$ cat src/pwst_pkg.sv
// ----------------------------------------------------------------------------
// pwst_pkg
// Shared types and constants of the pulse-width symbol transmitter.
// ----------------------------------------------------------------------------
package pwst_pkg;

  // item commands
  localparam logic [1:0] CMD_BYTE = 2'd0;
  localparam logic [1:0] CMD_SYNC = 2'd1;
  localparam logic [1:0] CMD_TICK = 2'd2;

  // configuration register indexes
  localparam logic [2:0] REG_SYNC_HIGH   = 3'd0;
  localparam logic [2:0] REG_ZERO_HIGH   = 3'd1;
  localparam logic [2:0] REG_ONE_HIGH    = 3'd2;
  localparam logic [2:0] REG_PERIOD      = 3'd3;
  localparam logic [2:0] REG_INVERT      = 3'd4;

  // register reset values
  localparam logic [3:0] SYNC_HIGH_RST = 4'd1;
  localparam logic [3:0] ZERO_HIGH_RST = 4'd3;
  localparam logic [3:0] ONE_HIGH_RST  = 4'd5;
  localparam logic [4:0] PERIOD_RST    = 5'd6;

  // period limits
  localparam logic [4:0] PERIOD_MIN = 5'd2;
  localparam logic [4:0] PERIOD_MAX = 5'd16;

  // symbols in a byte frame: sync plus eight bits
  localparam logic [3:0] FRAME_SYMBOLS = 4'd9;
  localparam logic [3:0] SYNC_SYMBOLS  = 4'd1;

  typedef enum logic [1:0] {
    KIND_SYNC = 2'd0,
    KIND_ZERO = 2'd1,
    KIND_ONE  = 2'd2
  } kind_e_t;

  typedef struct packed {
    logic [1:0] cmd;
    logic [7:0] byte_value;
  } item_t;

  typedef struct packed {
    logic line_level;
    logic accepted;
    logic busy_res;
  } result_t;

endpackage

$ cat src/pulse_width_symbol_transmitter_core.sv
// ----------------------------------------------------------------------------
// pulse_width_symbol_transmitter_core
// Pulse-width line encoder: queues byte and sync-only offers in one slot and
// plays them as sync plus bit symbols, one line level per tick item.
// ----------------------------------------------------------------------------
// output: the result of an accepted item is in the output register in the next cycle
// throughput: one item per cycle; the output register is reloaded in the cycle
//   it is taken, and the item channel stalls only while a result waits untaken
// reset: clears the output valid flag, the holding slot and the symbol counters,
//   and loads the configuration registers with their reset values
module pulse_width_symbol_transmitter_core (
  input  logic               clk,
  input  logic               rst,
  input  logic               item_valid,
  output logic               item_ready,
  input  pwst_pkg::item_t    item,
  output logic               result_valid,
  input  logic               result_ready,
  output pwst_pkg::result_t  result,
  input  logic               cfg_valid,
  output logic               cfg_ready,
  input  logic [2:0]         cfg_index,
  input  logic [4:0]         cfg_data
);

  // configuration
  logic [3:0] sync_high_ticks;
  logic [3:0] zero_high_ticks;
  logic [3:0] one_high_ticks;
  logic [4:0] symbol_period_ticks;
  logic       invert_line;

  // transmitter state
  logic                  pending_valid;
  logic                  pending_is_sync_only;
  logic [7:0]            pending_byte;
  logic [7:0]            active_bits;
  logic [3:0]            symbols_left;
  logic [3:0]            tick_in_symbol;
  pwst_pkg::kind_e_t     current_kind;
  logic                  line_high;

  logic                  pending_valid_next;
  logic                  pending_is_sync_only_next;
  logic [7:0]            pending_byte_next;
  logic [7:0]            active_bits_next;
  logic [3:0]            symbols_left_next;
  logic [3:0]            tick_in_symbol_next;
  pwst_pkg::kind_e_t     current_kind_next;
  logic                  line_high_next;
  logic                  accepted_next;

  logic                  item_fire;
  logic [4:0]            period_used;
  logic [3:0]            high_count;

  assign item_ready = !result_valid || result_ready;
  assign item_fire  = item_valid && item_ready;
  assign cfg_ready  = 1'b1;

  always_comb begin
    if (symbol_period_ticks < pwst_pkg::PERIOD_MIN) begin
      period_used = pwst_pkg::PERIOD_MIN;
    end else if (symbol_period_ticks > pwst_pkg::PERIOD_MAX) begin
      period_used = pwst_pkg::PERIOD_MAX;
    end else begin
      period_used = symbol_period_ticks;
    end
  end

  always_comb begin
    pending_valid_next        = pending_valid;
    pending_is_sync_only_next = pending_is_sync_only;
    pending_byte_next         = pending_byte;
    active_bits_next          = active_bits;
    symbols_left_next         = symbols_left;
    tick_in_symbol_next       = tick_in_symbol;
    current_kind_next         = current_kind;
    line_high_next            = line_high;
    accepted_next             = 1'b0;
    high_count                = sync_high_ticks;

    case (item.cmd)
      pwst_pkg::CMD_BYTE, pwst_pkg::CMD_SYNC: begin
        if (!pending_valid) begin
          pending_valid_next        = 1'b1;
          pending_is_sync_only_next = (item.cmd == pwst_pkg::CMD_SYNC);
          pending_byte_next         = (item.cmd == pwst_pkg::CMD_BYTE) ?
                                      item.byte_value : 8'd0;
          accepted_next             = 1'b1;
        end
      end
      pwst_pkg::CMD_TICK: begin
        // start the queued frame when the line is idle
        if (symbols_left == 4'd0 && pending_valid) begin
          active_bits_next    = pending_byte;
          symbols_left_next   = pending_is_sync_only ? pwst_pkg::SYNC_SYMBOLS :
                                                       pwst_pkg::FRAME_SYMBOLS;
          tick_in_symbol_next = 4'd0;
          current_kind_next   = pwst_pkg::KIND_SYNC;
          pending_valid_next  = 1'b0;
        end
        case (current_kind_next)
          pwst_pkg::KIND_ZERO: high_count = zero_high_ticks;
          pwst_pkg::KIND_ONE:  high_count = one_high_ticks;
          default:             high_count = sync_high_ticks;
        endcase
        if (symbols_left_next == 4'd0) begin
          line_high_next = 1'b0;
        end else begin
          line_high_next = (tick_in_symbol_next < high_count);
          // end of symbol: step to the next bit, msb first
          if ({1'b0, tick_in_symbol_next} + 5'd1 >= period_used) begin
            tick_in_symbol_next = 4'd0;
            symbols_left_next   = symbols_left_next - 4'd1;
            if (symbols_left_next != 4'd0) begin
              current_kind_next = active_bits_next[7] ? pwst_pkg::KIND_ONE :
                                                        pwst_pkg::KIND_ZERO;
              active_bits_next  = {active_bits_next[6:0], 1'b0};
            end
          end else begin
            tick_in_symbol_next = tick_in_symbol_next + 4'd1;
          end
        end
      end
      default: begin
      end
    endcase
  end

  always_ff @(posedge clk) begin
    if (rst) begin
      sync_high_ticks     <= pwst_pkg::SYNC_HIGH_RST;
      zero_high_ticks     <= pwst_pkg::ZERO_HIGH_RST;
      one_high_ticks      <= pwst_pkg::ONE_HIGH_RST;
      symbol_period_ticks <= pwst_pkg::PERIOD_RST;
      invert_line         <= 1'b0;
    end else if (cfg_valid && cfg_ready) begin
      case (cfg_index)
        pwst_pkg::REG_SYNC_HIGH: sync_high_ticks     <= cfg_data[3:0];
        pwst_pkg::REG_ZERO_HIGH: zero_high_ticks     <= cfg_data[3:0];
        pwst_pkg::REG_ONE_HIGH:  one_high_ticks      <= cfg_data[3:0];
        pwst_pkg::REG_PERIOD:    symbol_period_ticks <= cfg_data;
        pwst_pkg::REG_INVERT:    invert_line         <= cfg_data[0];
        default: begin
        end
      endcase
    end
  end

  always_ff @(posedge clk) begin
    if (rst) begin
      pending_valid        <= 1'b0;
      pending_is_sync_only <= 1'b0;
      pending_byte         <= 8'd0;
      active_bits          <= 8'd0;
      symbols_left         <= 4'd0;
      tick_in_symbol       <= 4'd0;
      current_kind         <= pwst_pkg::KIND_SYNC;
      line_high            <= 1'b0;
    end else if (item_fire) begin
      pending_valid        <= pending_valid_next;
      pending_is_sync_only <= pending_is_sync_only_next;
      pending_byte         <= pending_byte_next;
      active_bits          <= active_bits_next;
      symbols_left         <= symbols_left_next;
      tick_in_symbol       <= tick_in_symbol_next;
      current_kind         <= current_kind_next;
      line_high            <= line_high_next;
    end
  end

  always_ff @(posedge clk) begin
    if (rst) begin
      result_valid <= 1'b0;
    end else if (item_fire) begin
      result_valid <= 1'b1;
    end else if (result_ready) begin
      result_valid <= 1'b0;
    end
  end

  always_ff @(posedge clk) begin
    if (item_fire) begin
      result.line_level <= line_high_next ^ invert_line;
      result.accepted   <= accepted_next;
      result.busy_res   <= (symbols_left_next != 4'd0) || pending_valid_next;
    end
  end

endmodule

$ cat config.mk
export PLATFORM = sky130hd
export DESIGN_NAME = pulse_width_symbol_transmitter_core
export DESIGN_NICKNAME = d
export VERILOG_FILES = /design/src/pwst_pkg.sv /design/src/pulse_width_symbol_transmitter_core.sv
export SDC_FILE = /design/constraint.sdc
export NUM_CORES = 1
export LEC_CHECK = 0
export BUFFER_PORTS_ARGS = -buffer_cell sky130_fd_sc_hd__buf_4
export CORE_MARGIN = 8
export CORE_UTILIZATION = 61
export CTS_BUF_LIST = sky130_fd_sc_hd__clkbuf_8
export DETAILED_ROUTE_END_ITERATION = 8
export PLACE_DENSITY = 0.85
export SLEW_MARGIN = 40
export SYNTH_ARGS = -nofsm -noshare
export SYNTH_HDL_FRONTEND = slang
export SYNTH_SLANG_ARGS = --single-unit
$ cat constraint.sdc
create_clock -name clk -period 3.8 [get_ports clk]
set_clock_uncertainty 0.2 [all_clocks]
set_input_delay 0.76 -clock clk [delete_from_list [all_inputs] [get_ports clk]]
set_output_delay 0.76 -clock clk [all_outputs]
set_load 0.02 [all_outputs]
==> summary.md <==
| Metric | Value |
|---|---|
| Layout Utilization | `0.710` |
| Top cell by count, worst path | `ha_1` |
| Total number of vias | `2448` |
| Final Setup Violations | `0` |
| Number of DRC markers in iteration 0 | `209` |
| Hold Buf Count CTS | `0` |
| Final HPWL DP | `4730 um` |
| Router iterations before antenna repair | `5` |
| Cell Area, Synth | `2740 um^2` |
| P&R area growth vs syn | `12.7%` |
| WL/cell | `16.0 um` |
| Most frequent cell after synthesis | `nand2_1` |
| RePlAce Congestion | `0.892` |
| Min-delay src | `active_bits[6]` |
| IO buf count | `27` |
| Asr flop ratio synth | `0` |
| Final WL | `6500 um` |
| Fillers | `365` |
| Largest net degree at the start of global routing | `36` |
| Worst setup SP type | `flop` |
| Number of global-route vias before repair | `2317` |
| CTS tree | `built` |
| Cells after synthesis | `327` |
| Final std cells w/o fill | `405` |
| #FFs+latches synth | `51` |
| Grt total ovfl | `0` |
| Chip width | `83.1 um` |
| Layout cells sized above 1 | `0.142` |
| Max rail drop VDD | `0.258 mV` |
| Num CTS Buffers | `5` |
| Yosys top cell area share | `0.350` |
| Critical R2R Launch | `symbols_left[3]` |
| Flop2flop setup slack | `0.28 ns` |
| Hold path cells | `2` |
| Max Clk Rate | `284 MHz` |
| Tmin final | `3.52 ns` |
| Post-CTS sizing | `0` |
| MaxCap Viol Count | `0` |
| Post-synth EDFFs | `3` |
| Top cells by count, synth | `nand2_1, dfxtp_1, nor2_1, a21oi_1, mux2i_1` |
| Row Count | `24` |
| Critical path data arrival time | `3.51 ns` |
| Die Ht | `83.1 um` |
| Ant. Diodes | `0` |
| Clock Root Buffer | `clkbuf_8` |
| Data required, critical path | `3.79 ns` |
| Min-Delay Endpoint | `active_bits[6]` |
| Critical path class | `flop to flop` |
| Boundary Pins | `29` |
| Fin. Hold Viols | `0` |
| Final #Nets | `387` |
| Worst skew pair latency | `0.30 ns` |
| Core ar. | `4350 um^2` |
| Worst Path Max Fanout | `15` |
| Area leader, netlist | `dfxtp_1` |
| GRT Util Overall | `0.179` |
| Buffer levels on the longest clock path | `2` |
| Via/cell ratio | `6.04` |
| Slew Viols, Final | `0` |
| Kind of end point of the critical path | `flop` |
| YS warnings | `0` |
| Post-CTS setup buffer count | `0` |
| Placed cell count | `397` |
| Crit-path cells | `nor4_2, nand2_1, and2_1, ha_1, xor2_1, ha_1, a21oi_1, o21ai_0, a31o_2, nand2_2, and2b_1, a221o_1` |
| Status | `completed` |
| R2R Path End | `active_bits[3]` |
| Clock sinks | `51` |
| Post-route ant nets | `0` |
| Slew @ Worst Pin | `0.724 ns` |
| Yosys cell types | `50` |
| Slew margin rel. | `0.510` |
| Initial antenna violation count | `0` |
| Post-synth net total | `362` |
| Syn_area_per_cell | `8.39 um^2` |
| H-Tree Depth | `2` |
| Static Leak | `0.00128 uW` |
| Clock-pin slew of the registers on the worst-case setup and hold paths | `0.09 ns` |
| Drt drc | `0` |
| Sequential area share after synthesis | `0.383` |
| Sum Neg Setup Slack | `0 ns` |
| Hold Path Class | `flop to flop` |
| Top post-synthesis cells by area | `dfxtp_1, mux2i_1, nand2_1, ha_1, a21oi_1` |
| Initial Utilization | `0.630` |
| Reg2reg path depth | `12` |
| Pwr dens | `333 nW/um^2` |
| First-pass GRT wire length | `10700 um` |
| Post-synth top flop | `dfxtp_1` |
| Final period util | `0.925` |
| Critical path launch point | `symbols_left[3]` |
| DIE AREA | `6900 um^2` |
| CP max stage delay | `0.43 ns` |
| Slowest cell on crit path | `nor4_2` |
| RSZ-0062 raised after global routing | `false` |
[power breakdown]
group	internal (uW)	switching [uW]
logic	61.0	92.0
registers	552	8.42
clock network	145	172
total	758	272
[layout by cell type (no fill, tap or decap), types with 3 or more instances in the layout]
master and n:
nand2_1 53, dfxtp_1 48, buf_4 33, nor2_1 32, a21oi_1 28, mux2i_1 23
nand3_1 16, o21ai_0 13, ha_1 12, inv_1 11, a221o_1 9, clkbuf_8 6
and2_1 5, and2b_1 5, nor3_1 4, or3_1 4, nand2b_1 3, xor2_1 3
a211oi_1 3, edfxtp_1 3
[flip-flops by register name, summed over array words and instances (netlist names), 2 cells and up]
| register | count |
|---|---|
| result | 3 |
| pending_byte | 8 |
| symbol_period_ticks | 5 |
| symbols_left | 4 |
| active_bits | 8 |
| tick_in_symbol | 4 |
| one_high_ticks | 4 |
| zero_high_ticks | 4 |
| sync_high_ticks | 4 |
| current_kind | 2 |
[worst max-delay path: cells and delay by family (launching register included)]
kind / cells / cell delay [ns]
adders and majority gates: 2 / 0.57
DFF: 1 / 0.37
AOI/OAI and AO/OA: 4 / 0.85
xor gates and xnor gates: 1 / 0.18
and+or+nand+nor: 5 / 1.24
[metal layers]
| layer | share of wire | global-route usage | wire length (um) |
|---|---|---|---|
| met3 | 0.049 | 0.0342 | 320 |
| met4 | 0.012 | 0.0559 | 80 |
| met2 | 0.48 | 0.290 | 3120 |
| met1 | 0.46 | 0.231 | 2980 |
| met5 | 0 | 0 | 0 |
[worst max-delay path by stage]
stage	end	cells past startpoint
floorplan	result[0]	13
global placement	active_bits[3]	12
detailed placement	active_bits[7]	12
CTS	active_bits[3]	12
global route	current_kind[1]	12
finish	active_bits[3]	12
[final cells by class]
cell class	instances	area (um^2)	share of cell area
Clock buffer	6	82.6	0.0267
Sequential cell	51	1050	0.340
Tap cell	52	65.1	0.0210
Multi-Input combinational cell	251	1600	0.517
Clock inverter	2	8.76	0.00283
Inverter	10	37.5	0.0121
Timing Repair Buffer	33	248	0.0801
[through the flow]
stage / hold slack (ns) / setup WS, ns / power, uW / instance area [um^2]
global route: 0.279 / 0.108 / 1070 / 3090
CTS: 0.245 / 0.330 / 1030 / 3090
detailed placement: 0.232 / 0.352 / 722 / 3000
floorplan: 0.215 / 0.309 / 665 / 2740
finish: 0.248 / 0.284 / 1030 / 3090
global placement: 0.229 / 0.421 / 719 / 2990
[cell families (layout without fill, tap and decap cells)]
logic type               count (synthesis)  after routing  synth area share
AND/OR/NAND/NOR                        139            139             0.242
AO/OA/AOI/OAI                           72             72             0.183
flip-flops                              51             51             0.383
buffers and inverters                   25             51            0.0388
multiplexers                            23             23            0.0839
adder cells (fa/ha/maj)                 12             12            0.0547
XOR/XNOR                                 4              4            0.0128
other                                    1              1           0.00137
No activity file was read; power rests on OpenSTA's default activity.
